[src/rtl/trilinear_grid_interpolator_top_defines.svh]
// Assertion macros used by the trilinear grid interpolator back end
`ifndef TRILINEAR_GRID_INTERPOLATOR_TOP_DEFINES_SVH
`define TRILINEAR_GRID_INTERPOLATOR_TOP_DEFINES_SVH

// same-cycle implication on clk, disabled during rst
`define TGI_ASSERT_SAME(name, ante, cons, msg) \
  name: assert property (@(posedge clk) disable iff (rst) (ante) |-> (cons)) \
    else $error(msg);

// next-cycle implication on clk, disabled during rst
`define TGI_ASSERT_NEXT(name, ante, cons, msg) \
  name: assert property (@(posedge clk) disable iff (rst) (ante) |=> (cons)) \
    else $error(msg);

`endif

[src/rtl/tgi_pkg.sv]
// Shared types and constants for the trilinear grid interpolator
package tgi_pkg;

  localparam int POS_BITS    = 4;
  localparam int SIZE_BITS   = 5;
  localparam int FRAC_W      = 8;
  localparam int SAMPLE_W    = 32;
  localparam int RESULT_W    = 32;
  localparam int WGT_W       = FRAC_W + 1;
  localparam int WXY_W       = 2 * WGT_W;
  localparam int W_W         = 3 * WGT_W;
  localparam int PROD_W      = SAMPLE_W + W_W + 1;
  localparam int SHIFT       = 3 * FRAC_W;
  localparam int QUEUE_DEPTH = 2;
  localparam int QPTR_W      = $clog2(QUEUE_DEPTH);
  localparam int PADDR_W     = 4;
  localparam int PDATA_W     = 32;

  localparam logic ACT_WRITE = 1'b0;

  localparam logic [1:0] REG_SIZE_X = 2'd0;
  localparam logic [1:0] REG_SIZE_Y = 2'd1;
  localparam logic [1:0] REG_SIZE_Z = 2'd2;

  localparam logic STATUS_OK    = 1'b0;
  localparam logic STATUS_RANGE = 1'b1;

  typedef enum logic [1:0] {
    CMD_WRITE,
    CMD_QUERY,
    CMD_ERROR
  } cmd_kind_t;

  typedef enum logic [1:0] {
    BK_IDLE,
    BK_ISSUE,
    BK_DRAIN
  } back_state_t;

  typedef struct packed {
    logic [SIZE_BITS-1:0] sx;
    logic [SIZE_BITS-1:0] sy;
    logic [SIZE_BITS-1:0] sz;
  } grid_size_t;

  typedef struct packed {
    cmd_kind_t             kind;
    logic [POS_BITS-1:0]   lo_x;
    logic [POS_BITS-1:0]   lo_y;
    logic [POS_BITS-1:0]   lo_z;
    logic [SIZE_BITS-1:0]  hi_x;
    logic [SIZE_BITS-1:0]  hi_y;
    logic [SIZE_BITS-1:0]  hi_z;
    logic [FRAC_W-1:0]     frac_x;
    logic [FRAC_W-1:0]     frac_y;
    logic [FRAC_W-1:0]     frac_z;
    logic [SAMPLE_W-1:0]   sample;
  } cmd_t;

endpackage

[src/rtl/tgi_front.sv]
// Front end: range check, upper-corner clamp and command build
module tgi_front (
  input  logic                           in_valid,
  output logic                           in_ready,
  input  logic                           action,
  input  logic [tgi_pkg::POS_BITS-1:0]   pos_x,
  input  logic [tgi_pkg::POS_BITS-1:0]   pos_y,
  input  logic [tgi_pkg::POS_BITS-1:0]   pos_z,
  input  logic [tgi_pkg::FRAC_W-1:0]     frac_x,
  input  logic [tgi_pkg::FRAC_W-1:0]     frac_y,
  input  logic [tgi_pkg::FRAC_W-1:0]     frac_z,
  input  logic [tgi_pkg::SAMPLE_W-1:0]   sample_value,
  input  tgi_pkg::grid_size_t            size,
  output logic                           push_valid,
  output tgi_pkg::cmd_t                  push_cmd,
  input  logic                           push_ready
);

  localparam int SW = tgi_pkg::SIZE_BITS;

  logic [SW-1:0] px, py, pz;
  logic [SW-1:0] nx, ny, nz;
  logic          in_range;

  assign px = SW'(pos_x);
  assign py = SW'(pos_y);
  assign pz = SW'(pos_z);
  assign nx = px + SW'(1);
  assign ny = py + SW'(1);
  assign nz = pz + SW'(1);

  assign in_range = (px < size.sx) && (py < size.sy) && (pz < size.sz);

  assign in_ready   = push_ready;
  assign push_valid = in_valid;

  always_comb begin
    push_cmd.lo_x   = pos_x;
    push_cmd.lo_y   = pos_y;
    push_cmd.lo_z   = pos_z;
    // upper corner clamps to the last grid point on each axis
    push_cmd.hi_x   = (nx < size.sx) ? nx : px;
    push_cmd.hi_y   = (ny < size.sy) ? ny : py;
    push_cmd.hi_z   = (nz < size.sz) ? nz : pz;
    push_cmd.frac_x = frac_x;
    push_cmd.frac_y = frac_y;
    push_cmd.frac_z = frac_z;
    push_cmd.sample = sample_value;
    priority if (!in_range) begin
      push_cmd.kind = tgi_pkg::CMD_ERROR;
    end else if (action == tgi_pkg::ACT_WRITE) begin
      push_cmd.kind = tgi_pkg::CMD_WRITE;
    end else begin
      push_cmd.kind = tgi_pkg::CMD_QUERY;
    end
  end

endmodule

[config.mk]
export PLATFORM = sky130hd
export DESIGN_NAME = tgi_front
export DESIGN_NICKNAME = d
export VERILOG_FILES = /design/src/rtl/trilinear_grid_interpolator_top_defines.svh /design/src/rtl/tgi_pkg.sv /design/src/rtl/tgi_front.sv
export SDC_FILE = /design/constraint.sdc
export NUM_CORES = 1
export LEC_CHECK = 0
export BUFFER_PORTS_ARGS = -buffer_cell sky130_fd_sc_hd__buf_2
export CELL_PAD_IN_SITES_DETAIL_PLACEMENT = 0
export CELL_PAD_IN_SITES_GLOBAL_PLACEMENT = 1
export CORE_MARGIN = 2
export CORE_UTILIZATION = 22
export DETAILED_ROUTE_END_ITERATION = 16
export GPL_TIMING_DRIVEN = 0
export PLACE_DENSITY_LB_ADDON = 0.1
export SKIP_LAST_GASP = 1
export SLEW_MARGIN = 20
export SYNTH_ARGS = -nofsm -noshare
export SYNTH_HDL_FRONTEND = slang
export SYNTH_SLANG_ARGS = --single-unit
[constraint.sdc]
create_clock -name vclk -period 2.9
set_input_delay 0.29 -clock vclk [all_inputs]
set_output_delay 0.29 -clock vclk [all_outputs]
set_load 0.1 [all_outputs]
=== Word level (Yosys, flattened, before mapping) ===
Index checks and enable logic that the tools add are counted.
W data, S select, Z words.

* Bits in registers: 0
* Input bits: 86
* Output and inout bits: 87
* Logic and storage cells: 16

* Add/subtract/negate cells: 3
* Magnitude comparators: 6
* Multiplexer cells: 5
* Reduce and logical (&&, ||, !) cells: 2

{| class="wikitable"
|+ Operator list
! operator !! count
|-
| $add A4 B1 Y5 const B || 3
|-
| $lt A4 B5 Y1 || 3
|-
| $lt A5 B5 Y1 || 3
|-
| $mux W5 || 3
|-
| $logic_and A1 B1 Y1 || 2
|-
| $mux W2 || 1
|-
| $mux W1 || 1
|}

=== Logic depth before layout (Yosys ltp) ===
* Depth after elaboration: 4
* Depth in mapped cells: 8
* Mapped depth without buffers: 8

=== Worst setup path after synthesis ===
Ideal clock, no wire load.

* Kind: input -> output
* Start: input size[11] (netlist bit)
* End: output push_cmd[83] (netlist bit)
* Arrival time: 3.550 ns
* Path slack: -0.940 ns
* Cell stages on the path: 7
* Cells stage by stage: inv_1 > ha_1 > o21ai_0 > o21bai_1 > a21oi_1 > o221ai_1 > nor2_1

{| class="wikitable"
|+ RTL lines
! item !! line !! RTL
|-
| from (decl) || tgi_front.sv:13 || <nowiki>input tgi_pkg::grid_size_t size,</nowiki>
|-
| to (decl) || tgi_front.sv:15 || <nowiki>output tgi_pkg::cmd_t push_cmd,</nowiki>
|}

==> flow_summary.ini <==
[run_status]
outcome = finished clean

[synthesis]
yosysTopAreaCellShare = 0.3896
synth_area_leader_cell = buf_4
ys_seq_area_frac = 0
synth_nets = 286
netlist_instances = 176
yosys_warnings = 0
syn_area_sq_um = 1349
ys_types = 21
yosys-top-cells-count = buf_4, ha_1, inv_1
ys_top_cells_by_area = buf_4, ha_1, xor2_1
synth.most_common_cell = buf_4
postSynthAreaPerCell_sq_um = 7.664

[critical_path]
worst_setup_path_end_kind = primary output
crit_path_start_kind = primary input
crit_fanout = 6
max_stage_delay_ps = 350
path_cells = buf_2, ha_1, xor2_1, ha_1, a21oi_1, o21ai_1, a21o_1, a21oi_2, mux2_1, buf_2
arrival_ps = 2420
cp.required_ps = 2610
slowest_stage = mux2_1
crit_type = primary input to primary output

[sta]
maxSlewHeadroom = 0.6734
setup_tns_ps = 0
final_max_slew_viol_count = 0
max_freq_mhz = 368.9
hold_viol = 0
setup-violations-final = 0
period_share = 0.9346
tightest_slew_ps = 493.2
fin_ws_ps = 189.5
finalCriticalPeriod_ps = 2710
rsz0062_at_grt = true

[grt]
grt_usage = 0.08498
grt_max_degree = 7
grt_pass1_vias = 1139
antenna_found_initial = 0
grt_pass1_wl_mm = 4.816
overflow = 0

[power]
power_frac_clock = 0
swShare = 0.7871
vdd_ir_drop_max_mv = 0.2253
combPwrFrac = 1.000
power_w = 0.0009077
p_sw_w = 0.0007144
p_per_area_nw_per_um2 = 429.3
p_int_w = 0.0001932
leakage_nw = 1.266
power_frac_seq = 0

[routing]
post-route-drc-count = 0
final_antenna_net_count = 0
top_layer_used = met3
drt_iter0_markers = 11
wl_mm = 3.327
dr_wl_met2_mm = 1.566
vias = 1400
post_drt_wl_per_cell_um = 9.090
firstDrtPassIters = 3
wl_met1_mm = 1.352
via_per_inst = 3.825
met3_length_um = 407

[cts]
post_cts_resized = 0
postCtsHoldBufs = 0
postCtsSetupRepairBufs = 0

[worst_hold_path]
hp-class = primary input to primary output

[placement]
pre_cts_ws_ps = 78.29
dpl-instance-area_sq_um = 2092
io_buffer_count = 115
gp_congestion = 0.6985
hpwl_mm = 3.104

[layout]
areaGrowthSynthToFinish_pct = 56.77
fin_nets = 403
final_area_sq_um = 2115
drive_gt1_frac = 0.6838
num-clock-buffers = 0
seq_area_sq_um = 0
seq_cells = 0
n_antenna_cell = 0

[floorplan]
fp.dieH_um = 82.30
core_sq_um = 5921
die_width_um = 82.30
boundaryPins = 173
rows = 28
start_util = 0.2278
die_area_sq_um = 6773

[flow_run]
drv_cap = 0
==> metal layers <==
metal | GRT usage | vias to the layer above
met4 | 0 | 0
met2 | 0.1605 | 98
met1 | 0.1102 | 563
li1 | - | 739
met3 | 0.007609 | 0
met5 | 0 | -
==> power by group through the flow <==
| stage | Sequential, W | Combinational [W] | Clock (W) |
|---|---|---|---|
| final | 0 | 0.000908 | 0 |
| after global routing | 0 | 0.000953 | 0 |
| after CTS | 0 | 0.000907 | 0 |
| after detailed placement | 0 | 0.000905 | 0 |
| after global placement | 0 | 0.000906 | 0 |
| after floorplan | 0 | 0.000783 | 0 |
==> path summary, 6_finish.rpt <==
path	startpoint	cells past startpoint	endpoint
max	pos_y[0]	10	push_cmd[62]
min	sample_value[14]	2	push_cmd[14]
==> logic make-up after synthesis <==
kind of cell / after synthesis / share of synthesized area
buf+inv: 86 / 0.4341
compound gates: 28 / 0.1373
fa+ha+maj: 24 / 0.2226
simple gates: 20 / 0.08349
xor+xnor: 15 / 0.09741
mux: 3 / 0.02504
==> placed cells by master (no fill, tap or decap) <==
cell type,synthesis,routed
a211oi_1,6,5
a211oi_2,0,1
a21o_1,3,3
a21oi_1,5,5
a21oi_2,3,3
and2_1,6,6
and3_1,3,3
buf_2,0,108
buf_4,70,70
clkbuf_4,0,7
ha_1,24,24
inv_1,16,16
mux2_1,3,3
nand2_1,3,3
nand3_1,3,3
nor2_1,2,2
nor3b_1,3,3
o211ai_1,1,1
o21ai_0,4,4
o21ai_1,3,3
o21bai_1,2,2
o221ai_2,0,1
xnor2_1,3,3
xor2_1,12,3
xor2_2,0,9
==> cell type report <==
cell class                 instances  area, sq um
fill                             641         3806
multi-input combinational         90        842.1
timing repair buffer             115        593.1
buffer                            70        525.5
tap                               75        93.84
inverter                          16        60.06
==> metrics by stage <==
step | hold WS, ps | cells | util
floorplan | 791.5 | 176 | -
global placement | 963.8 | 366 | 0.3533
detailed placement | 964.0 | 366 | 0.3533
CTS | 964.0 | 366 | 0.3533
global route | 966.0 | 366 | 0.3571
finish | 963.4 | 366 | 0.3571
==> worst max-delay path, delay by kind of cell <==
family | cells | cell delay [ps]
AO/OA/AOI/OAI | 4 | 650
buffers and inverters | 2 | 450
multiplexers | 1 | 350
adder cells (fa/ha/maj) | 2 | 530
XOR/XNOR | 1 | 150
Note: power is estimated with default switching activity, not from simulation.
