===== src/rtl/trilinear_grid_interpolator_top_defines.svh =====
// Assertion macros used by the trilinear grid interpolator back end
`ifndef TRILINEAR_GRID_INTERPOLATOR_TOP_DEFINES_SVH
`define TRILINEAR_GRID_INTERPOLATOR_TOP_DEFINES_SVH

// same-cycle implication on clk, disabled during rst
`define TGI_ASSERT_SAME(name, ante, cons, msg) \
  name: assert property (@(posedge clk) disable iff (rst) (ante) |-> (cons)) \
    else $error(msg);

// next-cycle implication on clk, disabled during rst
`define TGI_ASSERT_NEXT(name, ante, cons, msg) \
  name: assert property (@(posedge clk) disable iff (rst) (ante) |=> (cons)) \
    else $error(msg);

`endif


===== src/rtl/tgi_pkg.sv =====
// Shared types and constants for the trilinear grid interpolator
package tgi_pkg;

  localparam int POS_BITS    = 4;
  localparam int SIZE_BITS   = 5;
  localparam int FRAC_W      = 8;
  localparam int SAMPLE_W    = 32;
  localparam int RESULT_W    = 32;
  localparam int WGT_W       = FRAC_W + 1;
  localparam int WXY_W       = 2 * WGT_W;
  localparam int W_W         = 3 * WGT_W;
  localparam int PROD_W      = SAMPLE_W + W_W + 1;
  localparam int SHIFT       = 3 * FRAC_W;
  localparam int QUEUE_DEPTH = 2;
  localparam int QPTR_W      = $clog2(QUEUE_DEPTH);
  localparam int PADDR_W     = 4;
  localparam int PDATA_W     = 32;

  localparam logic ACT_WRITE = 1'b0;

  localparam logic [1:0] REG_SIZE_X = 2'd0;
  localparam logic [1:0] REG_SIZE_Y = 2'd1;
  localparam logic [1:0] REG_SIZE_Z = 2'd2;

  localparam logic STATUS_OK    = 1'b0;
  localparam logic STATUS_RANGE = 1'b1;

  typedef enum logic [1:0] {
    CMD_WRITE,
    CMD_QUERY,
    CMD_ERROR
  } cmd_kind_t;

  typedef enum logic [1:0] {
    BK_IDLE,
    BK_ISSUE,
    BK_DRAIN
  } back_state_t;

  typedef struct packed {
    logic [SIZE_BITS-1:0] sx;
    logic [SIZE_BITS-1:0] sy;
    logic [SIZE_BITS-1:0] sz;
  } grid_size_t;

  typedef struct packed {
    cmd_kind_t             kind;
    logic [POS_BITS-1:0]   lo_x;
    logic [POS_BITS-1:0]   lo_y;
    logic [POS_BITS-1:0]   lo_z;
    logic [SIZE_BITS-1:0]  hi_x;
    logic [SIZE_BITS-1:0]  hi_y;
    logic [SIZE_BITS-1:0]  hi_z;
    logic [FRAC_W-1:0]     frac_x;
    logic [FRAC_W-1:0]     frac_y;
    logic [FRAC_W-1:0]     frac_z;
    logic [SAMPLE_W-1:0]   sample;
  } cmd_t;

endpackage


===== src/rtl/tgi_queue.sv =====
// Short command queue between front and back end
module tgi_queue (
  input  logic          clk,
  input  logic          rst,
  input  logic          push_valid,
  output logic          push_ready,
  input  tgi_pkg::cmd_t push_cmd,
  output logic          pop_valid,
  input  logic          pop,
  output tgi_pkg::cmd_t pop_cmd
);

  localparam int PW = tgi_pkg::QPTR_W;

  tgi_pkg::cmd_t slots [tgi_pkg::QUEUE_DEPTH];
  logic [PW-1:0] wptr, rptr;
  logic [PW:0]   count;
  logic          push_fire;

  assign push_ready = (count != (PW+1)'(tgi_pkg::QUEUE_DEPTH));
  assign pop_valid  = (count != '0);
  assign push_fire  = push_valid && push_ready;
  assign pop_cmd    = slots[rptr];

  always_ff @(posedge clk) begin
    if (push_fire) begin
      slots[wptr] <= push_cmd;
    end
  end

  // depth is a power of two, pointers wrap on their own
  always_ff @(posedge clk) begin
    if (rst) begin
      wptr  <= '0;
      rptr  <= '0;
      count <= '0;
    end else begin
      if (push_fire) begin
        wptr <= wptr + PW'(1);
      end
      if (pop) begin
        rptr <= rptr + PW'(1);
      end
      unique case ({push_fire, pop})
        2'b10:   count <= count + (PW+1)'(1);
        2'b01:   count <= count - (PW+1)'(1);
        default: count <= count;
      endcase
    end
  end

endmodule


===== config.mk =====
export PLATFORM = sky130hd
export DESIGN_NAME = tgi_queue
export DESIGN_NICKNAME = d
export VERILOG_FILES = /design/src/rtl/trilinear_grid_interpolator_top_defines.svh /design/src/rtl/tgi_pkg.sv /design/src/rtl/tgi_queue.sv
export SDC_FILE = /design/constraint.sdc
export NUM_CORES = 1
export LEC_CHECK = 0
export ABC_AREA = 1
export CAP_MARGIN = 20
export CORE_MARGIN = 2
export CORE_UTILIZATION = 32
export DETAILED_ROUTE_END_ITERATION = 10
export DONT_BUFFER_PORTS = 1
export GPL_TIMING_DRIVEN = 0
export PLACE_DENSITY = 0.57
export SKIP_CTS_REPAIR_TIMING = 1
export SLEW_MARGIN = 20
export SYNTH_ARGS = -nofsm -noshare
export SYNTH_HDL_FRONTEND = slang
export SYNTH_SLANG_ARGS = --single-unit

===== constraint.sdc =====
create_clock -name clk -period 6 [get_ports clk]
set_clock_uncertainty 0.15 [all_clocks]
set_input_delay 0.3 -clock clk [delete_from_list [all_inputs] [get_ports clk]]
set_output_delay 0.3 -clock clk [all_outputs]
set_load 0.02 [all_outputs]

# == Word-level counts from Yosys, hierarchy flattened ==
# Memory sizes are Yosys's and may differ from the RTL's. A register that Yosys moved wholly into a read port is not among the register bits.
# Index checks and enable logic that the tools add are counted.
# Widths: inputs -> output; s select.
# word_totals
regBits,4
latch_bits,0
ram_bits,170
romBits,0
in_bits,89
output_inout_bits,87
elab_cells,19
mem_count,1
# classes
add_sub_neg,4
mul,0
div_mod_pow,0
n_lt_le_gt_ge,0
n_eq_ne,3
n_shift,0
mux,5
n_bitwise,0
n_reduce_logical,3
# memory_table
memory,words,width,rd,rd_ports_with_merged_regs,write_ports,line,text
slots,2,85,1,1,1,tgi_queue.sv:15,tgi_pkg::cmd_t slots [tgi_pkg::QUEUE_DEPTH];
# op_table
operator,count
$mux 1,4
$pmux 2 s2,1
$reduce_bool 2->1,2
$add 1x1->1 const B,2
$add 2x1->2 const B,1
$eq 2x1->1 const B,1
$eq 2x2->1 const B,1
$ne 2x2->1 const B,1
$sub 2x1->2 const B,1
$logic_and 1x1->1,1

# == Logic depth before layout (Yosys ltp) ==
# depth
depth_word,4
mapped_depth,9
ltp_nobuf,9

# == Least setup slack after synthesis ==
# No wires, ideal clock.
# synth_timing
path_type,register to register
startpoint,reg count[0]
endpoint,mem slots[0][0] (netlist bit) (enable)
setup_ns,0.529
arrival_ns,4.300
t_required_ns,5.321
path_slack_ns,1.021
stages_incl_launch_ff,5
n_path_buf,0
period_less_slack_ns,4.979
path_cell_list,dfxtp_1 -> inv_1 -> nand2_1 -> nand2_1 -> nor2_1
# synth_via
elab_chain_cells,4
# synth_lines
element,line,text
from (decl),tgi_queue.sv:17,logic [PW:0] count;
from (signal assigned),tgi_queue.sv:45,2'b10: count <= count + (PW+1)'(1);
from (signal assigned),tgi_queue.sv:46,2'b01: count <= count - (PW+1)'(1);
from (signal assigned),tgi_queue.sv:47,default: count <= count;
$ne 2x2->1,tgi_queue.sv:20,assign push_ready = (count != (PW+1)'(tgi_pkg::QUEUE_DEPTH));
via push_ready,tgi_queue.sv:6,"output logic push_ready,"
$logic_and 1x1->1,tgi_queue.sv:22,assign push_fire = push_valid && push_ready;
$mux 1,tgi_queue.sv:26,if (push_fire) begin
$mux 1 (implied by the code),tgi_queue.sv:27,slots[wptr] <= push_cmd;
to (decl),tgi_queue.sv:15,
# The timed path passes the listed nets, and every way through them passes these cells.

# == Final worst setup path ==
# layout_timing
startpoint,reg count[0]
endpoint,mem slots[1][73] (netlist bit) (enable)
# The elaborated chain is that of the path after synthesis.

==> flow_summary.yaml <==
status:
  status: "finished, final reports clean"
route:
  routed_wl_um: 11670
  top_layer_used: "met4"
  drt-met1-wl_um: 4621
  drcViolationCount: 0
  drt_first_pass_iters: 4
  drtAntennaViolNets: 0
  dr_wl_met2_um: 6176
  wire_per_inst_um: 16.94
  dr_wl_met3_um: 709
  drt-initial-drc-count: 132
  routed_via_density: 4.390
  vias: 3025
synth:
  ys_ff_latch: 175
  syn_nets: 387
  ys_types: 16
  synthCells: 297
  synth.most_common_cell: "edfxtp_1"
  postSynthAreaPerCell_um2: 21.45
  synth_flop_cell: "edfxtp_1"
  synth-edff-count: 170
  synth_area_um2: 6370
  async_flop_share: 0
  yosys-top-cells-count: "edfxtp_1, mux2_1, mux2_2"
  synth_largest_area_cell: "edfxtp_1"
  synth.yosys.seq_area_share: 0.8171
  ys_warn_count: 0
  synth.top_cells.by_area: "edfxtp_1, mux2_1, mux2_2"
  synth_top_area_frac: 0.8014
critical_path:
  cp_data_required_time_ps: 5970
  crit_type: "reg2reg"
  reg2reg_slack_ps: 3520
  crit_start: "count[0]$_SDFFE_PP0P_"
  worstSetupStartpointType: "flip-flop"
  crit_path_top_delay_cell: "nor2_4"
  r2r_end: "slots[1][73]$_DFFE_PP_"
  critical_path.max_fanout: 24
  cp.arrival_ps: 2450
  crit_path_end_kind: "flip-flop"
  reg2reg_from: "count[0]$_SDFFE_PP0P_"
  slowest_delay_ps: 610
  endpoint: "slots[1][73]$_DFFE_PP_"
  crit_chain: "inv_1 > nand2_1 > nand2_1 > nor2_4 > buf_12 > buf_12"
  rr_worst_depth: 6
finish:
  syn_to_final_growth_pct: 30.74
  nFillCells: 1759
  antenna_cells: 0
  postLayoutCellArea_um2: 8328
  nNetsFinal: 501
  post-route-util: 0.4265
  drive_gt1_frac: 0.1981
  finalNonFillerCells: 689
clocking:
  cts_made_buffers: 17
  clk_pin_slew_worst_paths_ps: 70
  cts_max_path_buffers: 2
  cts.sinks: 175
  htreeDepth: 4
  root_buffer: "clkbuf_16"
  clock_latency_ps: 410
  cts_tree: "built"
pwr:
  switching_power_mw: 0.7182
  power_frac_seq: 0.503
  p_sw_frac: 0.2460
  leakagePower_nw: 2.793
  total_power_mw: 2.920
  internal_power_mw: 2.202
  powerDensity_nw_per_um2: 350.6
  combinationalPowerShare: 0.126
  clkPwrFrac: 0.371
  ir_worst_vdd_uv: 200.0
timing:
  maxSlewViolCount: 0
  setup_violations: 0
  fin_ws_ps: 3522
  post-route-period-util: 0.4130
  slew_headroom: 0.5118
  min_period_ps: 2478
  hold_viol: 0
  grt_setup_unrepaired: "no"
  max_freq_ghz: 0.4035
  worstMarginPinSlew_ps: 730.6
floorplanning:
  fp.coreArea_um2: 19530
  dieArea_um2: 21050
  die_h_um: 145.1
  fp-row-count: 51
  boundaryPins: 176
  fp.dieW_um: 145.1
  start_util: 0.3262
global_routing:
  antenna_found_initial: 0
  grtUsageTotal: 0.1117
  grt_pass1_vias: 3034
  grt-ovfl-total: 0
  grt_max_degree: 25
  grt_first_pass_wirelength_um: 17510
place:
  io_buffers: 0
  pre_cts_ws_ps: 3470
  gp_congestion: 0.6950
  dp_hpwl_um: 7926
  place_inst: 568
  dpl_cell_area_um2: 6852
job:
  drv_cap: 0
hold_path:
  min_path_type: "in2reg"
==> logic make-up after synthesis <==
| family | count (synthesis) | share of synthesized area |
|---|---|---|
| adder cells (fa/ha/maj) | 1 | 0.001964 |
| AO/OA/AOI/OAI | 4 | 0.003143 |
| XOR/XNOR | 1 | 0.001375 |
| multiplexers | 85 | 0.1503 |
| AND/OR/NAND/NOR | 17 | 0.01080 |
| flip-flops | 175 | 0.8171 |
| buffers and inverters | 14 | 0.01532 |
==> metal layers <==
layer / GRT usage / up-vias
met5: 0 / -
li1: - / 1391
met4: 0.04706 / 0
met2: 0.1943 / 97
met1: 0.1133 / 1528
met3: 0.05660 / 9
==> cell usage in the layout, fill, tap and decap left out <==
master / synthesis / final
bufinv_16: 0 / 2
dlygate4sd3_1: 0 / 89
inv_1: 5 / 5
ha_1: 1 / 1
buf_16: 0 / 2
nand4_1: 1 / 1
clkinvlp_4: 0 / 3
inv_6: 0 / 3
nor2_4: 0 / 2
inv_8: 0 / 1
dfxtp_1: 5 / 5
nand2_1: 6 / 6
mux2_2: 35 / 35
buf_12: 0 / 4
clkbuf_1: 0 / 1
a21oi_1: 2 / 2
edfxtp_1: 170 / 170
buf_6: 5 / 5
buf_4: 1 / 1
clkbuf_16: 0 / 17
xnor2_1: 1 / 1
buf_2: 3 / 3
or2_2: 1 / 1
clkinv_2: 0 / 2
o21ai_0: 2 / 2
nor2_1: 9 / 7
mux2_1: 50 / 50
clkinv_4: 0 / 3
==> final cells by class <==
| class | instances | area, µm² | share of cell area |
|---|---|---|---|
| repair buffers | 95 | 1026 | 0.1232 |
| plain buffers | 9 | 78.83 | 0.009465 |
| inverters | 5 | 18.77 | 0.002254 |
| clock inverters | 14 | 156.4 | 0.01878 |
| multi-input cells | 108 | 1082 | 0.1300 |
| clock buffers | 18 | 429.2 | 0.05153 |
| well taps | 265 | 331.6 | 0.03981 |
| flip-flops and latches | 175 | 5205 | 0.6250 |
==> worst max-delay path, delay by kind of cell, from the launching register on <==
kind                   cells  cell delay, ps
and+or+nand+nor            3            1080
buffers and inverters      3             570
DFF                        1             360
==> registers in the layout, indices dropped and copies added, names as in the netlist, named ones only <==
signal  count
count       2
slots     170
wptr        1
rptr        1
==> metrics by stage <==
step | setup TNS [ps] | hold slack [ps]
finish | 0 | 186.7
global route | 0 | 258.1
CTS | 0 | -228.5
detailed placement | 0 | 225.7
global placement | -182020 | 224.2
floorplan | 0 | 222.4
==> how the worst min path moves through the flow <==
stage                        end       start  slack, ps  depth (start not counted)
6_report       wptr$_SDFFE_PP0P_  push_valid        190                          3
5_1_grt        wptr$_SDFFE_PP0P_  push_valid        260                          3
3_5_place_dp           flip-flop         rst        230                          1
4_1_cts                flip-flop         rst       -230                          1
3_3_place_gp   rptr$_SDFFE_PP0P_         rst        220                          1
2_1_floorplan          flip-flop         rst        220                          1
==> power by group through the flow <==
stage,sequential (mW),combinational [mW],clock (mW)
floorplan,1.50,0.244,0
global placement,1.51,0.293,0
detailed placement,1.50,0.321,0
CTS,1.47,0.323,1.12
global route,1.48,0.395,1.17
finish,1.47,0.368,1.08
(Power assumes the default switching activity.)
